## config.mk

```make
export PLATFORM = sky130hd
export DESIGN_NAME = gsg_div
export DESIGN_NICKNAME = d
export VERILOG_FILES = /design/src/rtl/gsg_pkg.sv /design/src/rtl/gsg_div.sv
export SDC_FILE = /design/constraint.sdc
export NUM_CORES = 1
export LEC_CHECK = 0
export BUFFER_PORTS_ARGS = -buffer_cell sky130_fd_sc_hd__buf_2
export CORE_UTILIZATION = 25
export CTS_BUF_LIST = sky130_fd_sc_hd__clkbuf_2
export CTS_CLUSTER_SIZE = 12
export DETAILED_ROUTE_END_ITERATION = 12
export GPL_ROUTABILITY_DRIVEN = 0
export PLACE_DENSITY = 0.47
export SETUP_SLACK_MARGIN = 0.15
export SLEW_MARGIN = 20
export SYNTH_ARGS = -nofsm -noshare
export SYNTH_HDL_FRONTEND = slang
export SYNTH_SLANG_ARGS = --single-unit
```

## constraint.sdc

```tcl
create_clock -name clk -period 7.65 [get_ports clk]
set_input_delay 0.765 -clock clk [delete_from_list [all_inputs] [get_ports clk]]
set_output_delay 0.765 -clock clk [all_outputs]
set_load 0.01 [all_outputs]
```

## src/rtl/gsg_pkg.sv

```systemverilog
// ---------------------------------------------------------------------------
// gsg_pkg
// Types, constants and arithmetic helpers of the Gaussian-sum evaluator.
// ---------------------------------------------------------------------------
package gsg_pkg;

    typedef enum logic [4:0] {
        ST_IDLE,
        ST_RD0,
        ST_RD1,
        ST_RD2,
        ST_TA,
        ST_TC,
        ST_TW,
        ST_TW2,
        ST_DIV1,
        ST_EXP1,
        ST_EXP2,
        ST_EXP3,
        ST_G,
        ST_P1,
        ST_DIV2,
        ST_P2,
        ST_DIV3,
        ST_WR0,
        ST_WR1,
        ST_WR2,
        ST_EVAL,
        ST_ERD,
        ST_EOUT
    } state_t;

    localparam logic        CFG_MODE  = 1'b0;
    localparam logic        CFG_COUNT = 1'b1;
    localparam logic        OP_LOAD   = 1'b0;
    localparam logic        OP_EVAL   = 1'b1;
    localparam logic        KIND_VAL  = 1'b0;
    localparam logic        KIND_DER  = 1'b1;
    localparam logic [31:0] ONE_Q     = 32'h0001_0000;
    localparam logic [16:0] LOG2E_Q   = 17'd94548;
    localparam logic [32:0] POS_MAX   = 33'h0_7FFF_FFFF;
    localparam logic [32:0] NEG_MAX   = 33'h0_8000_0000;

    typedef struct packed {
        logic        start;
        logic [53:0] num;
        logic [31:0] den;
    } div_req_t;

    typedef struct packed {
        logic        done;
        logic        ovf;
        logic [32:0] quo;
    } div_rsp_t;

    function automatic logic [16:0] pow2_frac(input logic [4:0] k);
        logic [16:0] r;
        begin
            case (k)
                5'd0:    r = 17'd65536;
                5'd1:    r = 17'd62757;
                5'd2:    r = 17'd60097;
                5'd3:    r = 17'd57549;
                5'd4:    r = 17'd55109;
                5'd5:    r = 17'd52773;
                5'd6:    r = 17'd50535;
                5'd7:    r = 17'd48393;
                5'd8:    r = 17'd46341;
                5'd9:    r = 17'd44376;
                5'd10:   r = 17'd42495;
                5'd11:   r = 17'd40693;
                5'd12:   r = 17'd38968;
                5'd13:   r = 17'd37316;
                5'd14:   r = 17'd35734;
                5'd15:   r = 17'd34219;
                default: r = 17'd32768;
            endcase
            return r;
        end
    endfunction

    function automatic logic [31:0] sat_sm(input logic neg, input logic [32:0] m,
                                           input logic ovf);
        logic [31:0] r;
        begin
            if (neg)
            begin
                if (ovf || m > NEG_MAX)
                    r = 32'h8000_0000;
                else
                    r = ~m[31:0] + 32'd1;
            end
            else
            begin
                if (ovf || m > POS_MAX)
                    r = 32'h7FFF_FFFF;
                else
                    r = m[31:0];
            end
            return r;
        end
    endfunction

    function automatic logic [31:0] sadd(input logic [31:0] a, input logic [31:0] b);
        logic [32:0] s;
        logic [31:0] r;
        begin
            s = {a[31], a} + {b[31], b};
            if (s[32] != s[31])
                r = s[32] ? 32'h8000_0000 : 32'h7FFF_FFFF;
            else
                r = s[31:0];
            return r;
        end
    endfunction

endpackage

```

## src/rtl/gsg_div.sv

```systemverilog
// ---------------------------------------------------------------------------
// gsg_div
// Bit-serial restoring divider: 33 quotient bits, one per cycle, with an
// overflow flag when the quotient does not fit.
// ---------------------------------------------------------------------------
module gsg_div (
    input  logic              clk,
    input  logic              rst_n,
    input  gsg_pkg::div_req_t req,
    output gsg_pkg::div_rsp_t rsp
);

    logic [32:0] rem_reg;
    logic [32:0] lo_reg;
    logic [32:0] quo_reg;
    logic [31:0] den_reg;
    logic [5:0]  cnt_reg;
    logic        busy_reg;
    logic        done_reg;
    logic        ovf_reg;
    logic [32:0] r2;
    logic        ge;

    assign r2 = {rem_reg[31:0], lo_reg[32]};
    assign ge = r2 >= {1'b0, den_reg};

    always_ff @(posedge clk or negedge rst_n)
    begin
        if (!rst_n)
        begin
            busy_reg <= 1'b0;
            done_reg <= 1'b0;
            cnt_reg  <= 6'd0;
        end
        else
        begin
            done_reg <= 1'b0;
            if (req.start)
            begin
                busy_reg <= 1'b1;
                cnt_reg  <= 6'd33;
            end
            else if (busy_reg)
            begin
                cnt_reg <= cnt_reg - 6'd1;
                if (cnt_reg == 6'd1)
                begin
                    busy_reg <= 1'b0;
                    done_reg <= 1'b1;
                end
            end
        end
    end

    always_ff @(posedge clk)
    begin
        if (req.start)
        begin
            rem_reg <= {12'd0, req.num[53:33]};
            lo_reg  <= req.num[32:0];
            den_reg <= req.den;
            quo_reg <= 33'd0;
            ovf_reg <= {11'd0, req.num[53:33]} >= req.den;
        end
        else if (busy_reg)
        begin
            rem_reg <= ge ? (r2 - {1'b0, den_reg}) : r2;
            lo_reg  <= {lo_reg[31:0], 1'b0};
            quo_reg <= {quo_reg[31:0], ge};
        end
    end

    assign rsp.done = done_reg;
    assign rsp.ovf  = ovf_reg;
    assign rsp.quo  = quo_reg;

endmodule

```

==> summary.txt <==
Run status
  • Status: finished with violations
  • Violations in the final reports: DRC

Worst setup path
  • CP endpoint kind: register
  • Setup Crit Path Kind: reg -> reg
  • Crit path max fanout: 37
  • Crit path launch type: register
  • Buf/Inv on CP: 1
  • Top Family by Delay on Critical Path: compound AO/OA/AOI/OAI gates
  • CP required: 8.29 ns
  • Worst Path Arrival: 4.20 ns
  • Crit path largest cell delay: 0.46 ns
  • CP most frequent cell: a21oi_2
  • Crit path max-delay cell type: buf_4
  • Cell chain of the critical path: ha_1 > a21oi_2 > o21ai_1 > or2_1 > o2111ai_1 > o21ai_2 > a21oi_2 > o41a_2 > buf_4 > mux2_2 > mux2i_1 > nor2_1

Routing
  • Vias per cell: 4.401
  • Final WL: 18250 µm
  • DR top layer: met4
  • M1 WL: 8873 µm
  • Met3 routed WL: 633 µm
  • Avg WL per Cell: 14.10 µm
  • Drc violations: 10
  • Initial drt markers: 304
  • DR WL met2: 8573 µm
  • Router iterations before antenna repair: 8
  • Via count: 5695
  • Post-route ant nets: 0

Layout
  • Nets: 1029
  • Fin area: 9115 µm²
  • Post-layout util: 0.2964
  • Area growth syn-to-layout: 16.02%
  • Layout cell share with drive strength beyond 1: 0.2308

CTS
  • Clock sinks: 139
  • Post-CTS Resized: 0
  • CTS tree: yes
  • Cts hold-fix bufs: 1
  • CTS Root Cell: clkbuf_2
  • Maximum clock insertion buffer count: 2
  • Post-CTS setup buffers: 0
  • # H-tree levels: 4
  • Clk slew on worst S/H paths: 0.25 ns
  • Num CTS Buffers: 17
  • Worst-Skew Late Latency: 0.74 ns

Floorplan
  • I/O pin cnt: 124
  • Die Ht: 179.3 µm
  • Row count: 64
  • Total die area: 32140 µm²
  • Die width: 179.3 µm
  • Starting Density: 0.2555
  • CORE AREA: 30750 µm²

Power
  • Static leakage: 4.210 nW
  • VDD IR max: 0.1279 mV
  • Pwr Density: 312.3 nW/µm²
  • Total power: 2.847 mW

Timing
  • Final hold violations: 0
  • Peak Freq: 280.4 MHz
  • Setup violations, final: 0
  • Setup TNS: 0 ns
  • Slew headroom: 0.4339
  • Slew @ Worst Pin: 0.8492 ns
  • RSZ-0062 raised after global routing: false
  • Tmin final: 3.567 ns
  • Final period util: 0.4663
  • Skew final: 0.05012 ns
  • Slew Limit Fails: 0

Yosys
  • Post-synth top area share: 0.3325
  • Number of enable flip-flop cells after synthesis: 87
  • Leading area contributor after synthesis: edfxtp_1
  • Most numerous cell in the Yosys netlist: edfxtp_1
  • YS warnings: 0
  • Yosys reg bits: 139
  • Top post-synthesis cells by area: edfxtp_1 33%, dfxtp_1 11%, ha_1 8.8%, mux2i_1 5.4%, mux2_2 4.9%
  • Seq/Total Area, Yosys: 0.4701
  • Synth async-reset ratio: 0.05755
  • Netlist cell types: 59
  • Syn_nets: 917
  • Avg Inst Size Synth: 10.18 µm²
  • Cells after Synth: 772
  • Ys flop type: edfxtp_1
  • Synth Cell Area: 7856 µm²
  • Commonest cells in the synthesized netlist: 87 x edfxtp_1, 80 x nor2_1, 66 x inv_1, 59 x a21oi_1, 55 x ha_1

Global route
  • Vias in the first global route: 5612
  • First-pass GRT wire length: 29240 µm
  • Initial antenna violation count: 1
  • Total global-route track usage: 0.1177
  • Largest net degree at the start of global routing: 64
  • Grt ovf: 0

Place
  • HPWL after DPL: 13270 µm
  • PortBufs: 123
  • Cell Area, Placed: 8833 µm²

Worst hold path
  • Hold Crit Class: in -> reg

Job
  • Max Cap Violations: 0
==> area by class of cell <==
class	instances	area [µm²]
inverters	66	247.7
multi-input cells	531	3736
clock buffers	19	95.09
well taps	396	495.5
flip-flops and latches	139	3695
clock inverters	13	173.9
repair buffers	129	669.4
fillers	3325	21630
diodes	1	2.502
==> per-stage QoR <==
stage                     hold slack [ns]  setup slack [ns]  cells
after floorplan                    0.4640             4.826    772
after global placement             0.4705             4.200   1260
after detailed placement           0.4849             4.093   1260
after CTS                         0.08934             4.054   1293
after global routing              0.08222             3.797   1294
final                              0.1960             4.083   1294
==> worst paths after layout <==
check,from,slack [ns],depth (start not counted),end
worst max register to register,rem_reg[15],4.08,12,rem_reg[21]
worst min-delay path,req[25],0.20,1,den_reg[25]
max in group asynchronous,rst_n,7.06,2,busy_reg
worst min register to register,rem_reg[22],0.51,2,rem_reg[22]
worst max-delay path,rem_reg[15],4.08,12,rem_reg[21]
min in group asynchronous,rst_n,0.40,2,cnt_reg[1]
==> cells in the final DEF (no fill, tap or decap), types with 3 or more instances in the layout <==
cell,synthesis,layout
xor2_1,12,12
and3_1,3,3
dfxtp_1,44,44
bufinv_16,0,4
o21a_1,6,6
nand2b_1,13,13
nor2b_1,11,11
dfrtp_1,8,7
nand4_1,6,6
mux2i_1,42,42
o21ai_0,35,35
a211oi_1,8,8
nor3_1,9,9
buf_4,4,5
nor2_1,80,80
buf_2,6,122
ha_1,55,55
clkinv_2,0,4
xnor2_1,18,18
o211ai_1,6,6
nand2_1,51,51
a31oi_1,7,7
edfxtp_1,87,87
clkbuf_2,0,19
o21bai_1,4,4
inv_1,66,65
a21oi_2,4,4
nor4_1,7,7
a21oi_1,59,59
mux2_2,34,34
a21o_1,8,8
nand3_1,10,10
o21ai_1,11,11
and2_1,3,3
==> report_power, final <==
part / switching [mW] / total [mW] / internal, mW
Sequential: 0.0830 / 1.06 / 0.974
Combinational: 0.737 / 1.28 / 0.547
Clock: 0.290 / 0.506 / 0.216
Total: 1.11 / 2.85 / 1.74
==> kinds of logic (layout without fill, tap and decap cells) <==
| family | Yosys count | in the layout | synth area share |
|---|---|---|---|
| simple gates | 200 | 200 | 0.1164 |
| buf+inv | 102 | 227 | 0.05447 |
| mux | 76 | 76 | 0.1022 |
| xor+xnor | 30 | 30 | 0.03344 |
| compound gates | 169 | 169 | 0.1331 |
| fa+ha+maj | 56 | 56 | 0.09014 |
| flops | 139 | 139 | 0.4701 |
| other cells | 0 | 1 | 0 |
==> per-layer routing <==
| layer | GRT usage | vias to the layer above |
|---|---|---|
| met4 | 0.02941 | 0 |
| met3 | 0.02990 | 10 |
| li1 | - | 2970 |
| met5 | 0 | - |
| met2 | 0.1899 | 80 |
| met1 | 0.1556 | 2635 |
Note: power is estimated with default switching activity, not from simulation.
