[src/rtl/gsg_pkg.sv]
// ---------------------------------------------------------------------------
// gsg_pkg
// Types, constants and arithmetic helpers of the Gaussian-sum evaluator.
// ---------------------------------------------------------------------------
package gsg_pkg;

    typedef enum logic [4:0] {
        ST_IDLE,
        ST_RD0,
        ST_RD1,
        ST_RD2,
        ST_TA,
        ST_TC,
        ST_TW,
        ST_TW2,
        ST_DIV1,
        ST_EXP1,
        ST_EXP2,
        ST_EXP3,
        ST_G,
        ST_P1,
        ST_DIV2,
        ST_P2,
        ST_DIV3,
        ST_WR0,
        ST_WR1,
        ST_WR2,
        ST_EVAL,
        ST_ERD,
        ST_EOUT
    } state_t;

    localparam logic        CFG_MODE  = 1'b0;
    localparam logic        CFG_COUNT = 1'b1;
    localparam logic        OP_LOAD   = 1'b0;
    localparam logic        OP_EVAL   = 1'b1;
    localparam logic        KIND_VAL  = 1'b0;
    localparam logic        KIND_DER  = 1'b1;
    localparam logic [31:0] ONE_Q     = 32'h0001_0000;
    localparam logic [16:0] LOG2E_Q   = 17'd94548;
    localparam logic [32:0] POS_MAX   = 33'h0_7FFF_FFFF;
    localparam logic [32:0] NEG_MAX   = 33'h0_8000_0000;

    typedef struct packed {
        logic        start;
        logic [53:0] num;
        logic [31:0] den;
    } div_req_t;

    typedef struct packed {
        logic        done;
        logic        ovf;
        logic [32:0] quo;
    } div_rsp_t;

    function automatic logic [16:0] pow2_frac(input logic [4:0] k);
        logic [16:0] r;
        begin
            case (k)
                5'd0:    r = 17'd65536;
                5'd1:    r = 17'd62757;
                5'd2:    r = 17'd60097;
                5'd3:    r = 17'd57549;
                5'd4:    r = 17'd55109;
                5'd5:    r = 17'd52773;
                5'd6:    r = 17'd50535;
                5'd7:    r = 17'd48393;
                5'd8:    r = 17'd46341;
                5'd9:    r = 17'd44376;
                5'd10:   r = 17'd42495;
                5'd11:   r = 17'd40693;
                5'd12:   r = 17'd38968;
                5'd13:   r = 17'd37316;
                5'd14:   r = 17'd35734;
                5'd15:   r = 17'd34219;
                default: r = 17'd32768;
            endcase
            return r;
        end
    endfunction

    function automatic logic [31:0] sat_sm(input logic neg, input logic [32:0] m,
                                           input logic ovf);
        logic [31:0] r;
        begin
            if (neg)
            begin
                if (ovf || m > NEG_MAX)
                    r = 32'h8000_0000;
                else
                    r = ~m[31:0] + 32'd1;
            end
            else
            begin
                if (ovf || m > POS_MAX)
                    r = 32'h7FFF_FFFF;
                else
                    r = m[31:0];
            end
            return r;
        end
    endfunction

    function automatic logic [31:0] sadd(input logic [31:0] a, input logic [31:0] b);
        logic [32:0] s;
        logic [31:0] r;
        begin
            s = {a[31], a} + {b[31], b};
            if (s[32] != s[31])
                r = s[32] ? 32'h8000_0000 : 32'h7FFF_FFFF;
            else
                r = s[31:0];
            return r;
        end
    endfunction

endpackage

[src/rtl/gsg_exp.sv]
// ---------------------------------------------------------------------------
// gsg_exp
// exp(-arg) from y = arg*log2(e): table of 2^(-k/16), linear interpolation
// and a right shift by the integer part.
// ---------------------------------------------------------------------------
module gsg_exp (
    input  logic [21:0] y,
    output logic [16:0] e
);

    logic [5:0]  n;
    logic [3:0]  j;
    logic [11:0] r;
    logic [16:0] tj;
    logic [16:0] tj1;
    logic [11:0] diff;
    logic [23:0] prod;
    logic [16:0] m;

    always_comb
    begin
        n    = y[21:16];
        j    = y[15:12];
        r    = y[11:0];
        tj   = gsg_pkg::pow2_frac({1'b0, j});
        tj1  = gsg_pkg::pow2_frac({1'b0, j} + 5'd1);
        diff = 12'(tj - tj1);
        prod = diff * r;
        m    = tj - {5'd0, prod[23:12]};
        e    = (n >= 6'd17) ? 17'd0 : (m >> n);
    end

endmodule

[config.mk]
export PLATFORM = sky130hd
export DESIGN_NAME = gsg_exp
export DESIGN_NICKNAME = d
export VERILOG_FILES = /design/src/rtl/gsg_pkg.sv /design/src/rtl/gsg_exp.sv
export SDC_FILE = /design/constraint.sdc
export NUM_CORES = 1
export LEC_CHECK = 0
export BUFFER_PORTS_ARGS = -buffer_cell sky130_fd_sc_hd__buf_2
export CAP_MARGIN = 20
export CORE_UTILIZATION = 36
export DETAILED_ROUTE_END_ITERATION = 8
export GPL_ROUTABILITY_DRIVEN = 0
export PLACE_DENSITY_LB_ADDON = 0.12
export SLEW_MARGIN = 40
export SYNTH_ARGS = -nofsm -noshare
export SYNTH_HDL_FRONTEND = slang
export SYNTH_SLANG_ARGS = --single-unit
[constraint.sdc]
create_clock -name vclk -period 44.8
set_input_delay 8.96 -clock vclk [all_inputs]
set_output_delay 8.96 -clock vclk [all_outputs]
set_load 0.05 [all_outputs]
==> results of run 1 <==
==> per-stage QoR <==
stage	instance area [sq um]	worst slack, ns	instances
after floorplan	7190	15.67	916
after global placement	7590	15.23	1181
after detailed placement	7600	15.15	1181
after CTS	7600	15.10	1181
after global routing	7600	14.44	1181
final	7600	15.19	1181
==> layout make-up <==
cell class                 instances  area, sq um
tap                              265          332
timing repair buffer              48          263
inverter                         135          507
multi-input combinational        733         6500
fill                            2078        11900
==> metal layers <==
layer  vias up  part of all wire, %  global-route usage [%]
li1       3009                    -                       -
met1      2919                   50                    27.6
met2        80                   48                    34.8
met3         8                  1.7                   0.367
met4         0                 0.67                    1.06
met5         -                    0                       0
==> logic make-up after synthesis <==
logic type / after synthesis / synth area share, %
simple gates: 323 / 22.5
buf+inv: 183 / 9.79
fa+ha+maj: 195 / 44.5
compound gates: 152 / 14.4
xor+xnor: 39 / 4.75
mux: 24 / 4.07
==> critical path, delay by kind of cell <==
family          cells  cell delay [ns]
fa+ha+maj          11             4.71
compound gates     15             3.43
simple gates        8             1.33
buf+inv             7             0.97
mux                 2             0.75
xor+xnor            3             0.50
==> path summary, 6_finish.rpt <==
check / from / to / slack (ns) / depth (start not counted)
worst max-delay path: y[12] / e[1] / 15.19 / 46
worst min-delay path: y[21] / e[0] / 18.39 / 4
==> cell usage after synthesis (3+ instances only) <==
| cell type | count | area share, % |
|---|---|---|
| a211oi_1 | 9 | 0.94 |
| a21o_1 | 8 | 0.84 |
| a21oi_1 | 39 | 2.7 |
| a221o_1 | 3 | 0.42 |
| a31oi_1 | 5 | 0.43 |
| and2_1 | 53 | 4.6 |
| and3_1 | 10 | 0.87 |
| clkbuf_1 | 41 | 2.1 |
| clkinv_1 | 3 | 0.16 |
| fa_1 | 101 | 28 |
| ha_1 | 94 | 16 |
| inv_1 | 129 | 6.7 |
| inv_2 | 3 | 0.16 |
| mux2_2 | 12 | 1.9 |
| mux2i_1 | 9 | 1.3 |
| mux4_2 | 3 | 0.94 |
| nand2_1 | 121 | 6.3 |
| nand2b_1 | 9 | 0.78 |
| nand3_1 | 9 | 0.63 |
| nand4_1 | 5 | 0.43 |
| nor2_1 | 51 | 2.7 |
| nor2b_1 | 23 | 2.0 |
| nor3_1 | 20 | 1.4 |
| o211ai_1 | 8 | 0.84 |
| o21a_1 | 6 | 0.63 |
| o21ai_0 | 29 | 2.0 |
| o22ai_1 | 4 | 0.35 |
| o31ai_1 | 6 | 0.63 |
| o41ai_1 | 3 | 0.37 |
| or3_1 | 5 | 0.43 |
| xnor2_1 | 26 | 3.2 |
| xor2_1 | 13 | 1.6 |
==> flow_summary.toml, run 1 <==
[critical_path]
cp_data_required_time_ns = 35.84
start_kind = "primary input"
worstPathMaxFanout = 21
cp.arrival_ns = 20.65
worst_path_max_delay_cell = "fa_1"
crit_path_end_kind = "output pin"
crit_top_cell = "fa_1"
worstSetupPathType = "primary input to output pin"
max_stage_delay_ns = 0.56

[global_route]
grt_max_degree = 35
grt_usage_pct = 19.5
grt_pass1_wl_um = 31700
grt_pass1_vias = 5980
antenna_found_initial = 0
grt_overflow = 0

[timing]
final-hold-violation-count = 0
min_period_ns = 29.61
fmax_mhz = 33.8
setup_viol = 0
rsz0062_at_grt = "no"
period_share_pct = 66.1
whs_ns = 18.39
drv_slew = 0
worst_slew_pin_slew_ns = 0.660
maxSlewHeadroom_pct = 55.3
tns_ns = 0

[hold_path]
hold_path_class = "primary input to output pin"

[logic_synthesis]
synth_cell_types = 72
syn_area_per_cell_sq_um = 7.85
synthesis.area_sq_um = 7190
yosysWarnings = 0
syn_nets = 1133
ys_seq_area_share_pct = 0
synth_cells = 916

[floorplanning]
dieArea_sq_um = 20500
fp.dieW_um = 143
io_pins = 39
core_area_sq_um = 19500
die_h_um = 143
start_util_pct = 36.8
rows = 51

[route]
vias = 6016
drt_iter0_markers = 278
firstDrtPassIters = 5
ant_nets = 0
post_drt_via_cell_ratio = 5.09
wire_per_inst_um = 16.1
wirelength_um = 19000
route.detailed.drc = 0

[placed_design]
hpwl_um = 15400
portBuffers = 39

[job]
drv_cap = 0

[layout]
fin_util_pct = 38.9
most-common-layout-cells = "inv_1 (129), nand2_1 (121), fa_1 (101), ha_1 (94), and2_1 (53)"
clkbuf_count = 0
seqCellArea_sq_um = 0
seq_cells = 0
area_growth_pct = 5.72
diodes = 0
layout_commonest_cell = "inv_1"
drive_gt1_share_pct = 8.84
layout.nets = 1135

[outcome]
outcome = "completed"

[clock_network]
ctsResizeCount = 0
cts_setup_buffers = 0
ctsHoldBuffers = 0
Power of run 1 is left out: the tool's default activity adds up to more than one toggle a clock period on the data nets, which glitch-free logic cannot reach.
==> run 2, diff against run 1 <==
--- a/config.mk
+++ b/config.mk
@@ -5,6 +5,7 @@
 export SDC_FILE = /design/constraint.sdc
 export NUM_CORES = 1
 export LEC_CHECK = 0
+export ABC_AREA = 1
 export BUFFER_PORTS_ARGS = -buffer_cell sky130_fd_sc_hd__buf_2
 export CAP_MARGIN = 20
 export CORE_UTILIZATION = 36
==> constraint.sdc (replaced) <==
create_clock -name vclk -period 29
set_input_delay 5.8 -clock vclk [all_inputs]
set_output_delay 5.8 -clock vclk [all_outputs]
set_load 0.05 [all_outputs]
==> flow_summary.toml, run 2 <==
[logic_synthesis]
syn_area_per_cell_sq_um = 6.45
synth_cell_types = 39
synthesis.area_sq_um = 7270
synth_area_leaders = "fa_1 (28%), ha_1 (16%), nand2_1 (15%)"
synth_cells = 1127
yosysTopAreaCell = "fa_1"
syn_nets = 1344
yosysWarnings = 0
yosysTopAreaCellShare_pct = 27.8
synth_common_cells = "nand2_1 (281), inv_1 (224), nor2_1 (123)"
ys_seq_area_share_pct = 0
synthMostInstantiatedCell = "nand2_1"

[timing]
drv_slew = 0
tns_ns = 0
maxSlewHeadroom_pct = 43.8
rsz0062_at_grt = "no"
min_period_ns = 21.68
worst_slew_pin_slew_ns = 0.840
period_share_pct = 74.8
setup_viol = 0
fmax_mhz = 46.1
final.setup.worst_slack_ns = 7.32
final-hold-violation-count = 0

[clock_network]
ctsHoldBuffers = 0
cts_setup_buffers = 0
ctsResizeCount = 0

[job]
drv_cap = 0

[critical_path]
worstSetupPathType = "primary input to output pin"
cp.arrival_ns = 15.88
endpoint = "e[4]"
crit_path_end_kind = "output pin"
start_kind = "primary input"
max_stage_delay_ns = 0.58
cp_data_required_time_ns = 23.20
worstPathMaxFanout = 17
crit_top_cell = "nand2_1"
worst_path_max_delay_cell = "ha_1"
critPathLaunch = "y[12]"

[route]
wirelength_um = 20000
route.detailed.drc = 0
wire_per_inst_um = 14.2
firstDrtPassIters = 4
post_drt_via_cell_ratio = 4.94
ant_nets = 0
vias = 6965
drt_iter0_markers = 257

[placed_design]
portBuffers = 39
hpwl_um = 17400
pre_cts_slack_ns = 7.38

[layout]
seqCellArea_sq_um = 0
most-common-layout-cells = "nand2_1 (281), inv_1 (224), nor2_1 (123), fa_1 (101), ha_1 (94)"
drive_gt1_share_pct = 5.59
layout.nets = 1363
clkbuf_count = 0
area_growth_pct = 6.06
diodes = 0
seq_cells = 0
layout_commonest_cell = "nand2_1"

[floorplanning]
dieArea_sq_um = 20800
io_pins = 39
die_h_um = 144
start_util_pct = 37.0
fp.dieW_um = 144
core_area_sq_um = 19700
rows = 51

[global_route]
grt_max_degree = 20
met1_usage_pct = 28.7
grt_pass1_vias = 6948
grt_pass1_wl_um = 33500
antenna_found_initial = 0
top_usage_layer = "met2"
grt_overflow = 0
use_met3_pct = 0.166
grt_usage_pct = 20.2
use_met2_pct = 35.5

[outcome]
outcome = "completed"

[hold_path]
hold_path_class = "primary input to output pin"
## run 2: changes by cell type after synthesis, sizes merged, moves of 16 or more
| cell | previous run | this run |
|---|---|---|
| nand2 | 121 | 285 |
| inv | 132 | 229 |
| nand3 | 9 | 87 |
| nor2 | 51 | 123 |
| and2 | 54 | 1 |
| nor2b | 25 | 0 |
| clkbuf | 41 | 20 |
| nor3 | 20 | 4 |
| xnor2 | 26 | 10 |
## run 2: cell type report
class                           instances  area [sq um]
Fill cell                            2232         11900
Multi-Input combinational cell        868          6280
Inverter                              235           882
Tap cell                              265           332
Timing Repair Buffer                   41           210
## run 2: worst min path at each step
| stage | from | to | cells past startpoint |
|---|---|---|---|
| 2_1_floorplan | y[19] | e[6] | 3 |
| 3_3_place_gp | y[21] | e[6] | 5 |
| 3_5_place_dp | y[21] | e[6] | 5 |
| 4_1_cts | y[21] | e[6] | 5 |
| 5_1_grt | y[21] | e[6] | 5 |
| 6_report | y[21] | e[6] | 5 |
## run 2: layer usage
layer,up-vias,wire length [um]
met5,-,0
met4,0,208
met3,12,410
met2,96,9210
met1,3320,10200
li1,3537,-
## run 2: worst max-delay path: cells and delay by family
family,cells,cell delay (ns)
compound gates,14,2.29
buf+inv,10,1.31
fa+ha+maj,10,4.42
xor+xnor,1,0.19
simple gates,19,1.85
## run 2: through the flow
step / utilization (%) / cells / hold slack, ns / area [sq um]
4_1_cts: 39.2 / 1409 / 12.03 / 7710
6_report: 39.2 / 1409 / 12.02 / 7710
2_1_floorplan: - / 1127 / 11.86 / 7270
3_3_place_gp: 39.2 / 1409 / 12.02 / 7710
5_1_grt: 39.2 / 1409 / 12.07 / 7710
3_5_place_dp: 39.2 / 1409 / 12.03 / 7710
## run 2: cell families (layout without fill, tap and decap cells)
logic type,count (synthesis),in the layout,share of synthesized area (%)
XOR/XNOR,20,20,2.62
adder cells (fa/ha/maj),195,195,44.0
AND/OR/NAND/NOR,525,525,29.9
buffers and inverters,259,276,13.5
AO/OA/AOI/OAI,128,128,9.97
Power of run 2 is left out for the same reason.
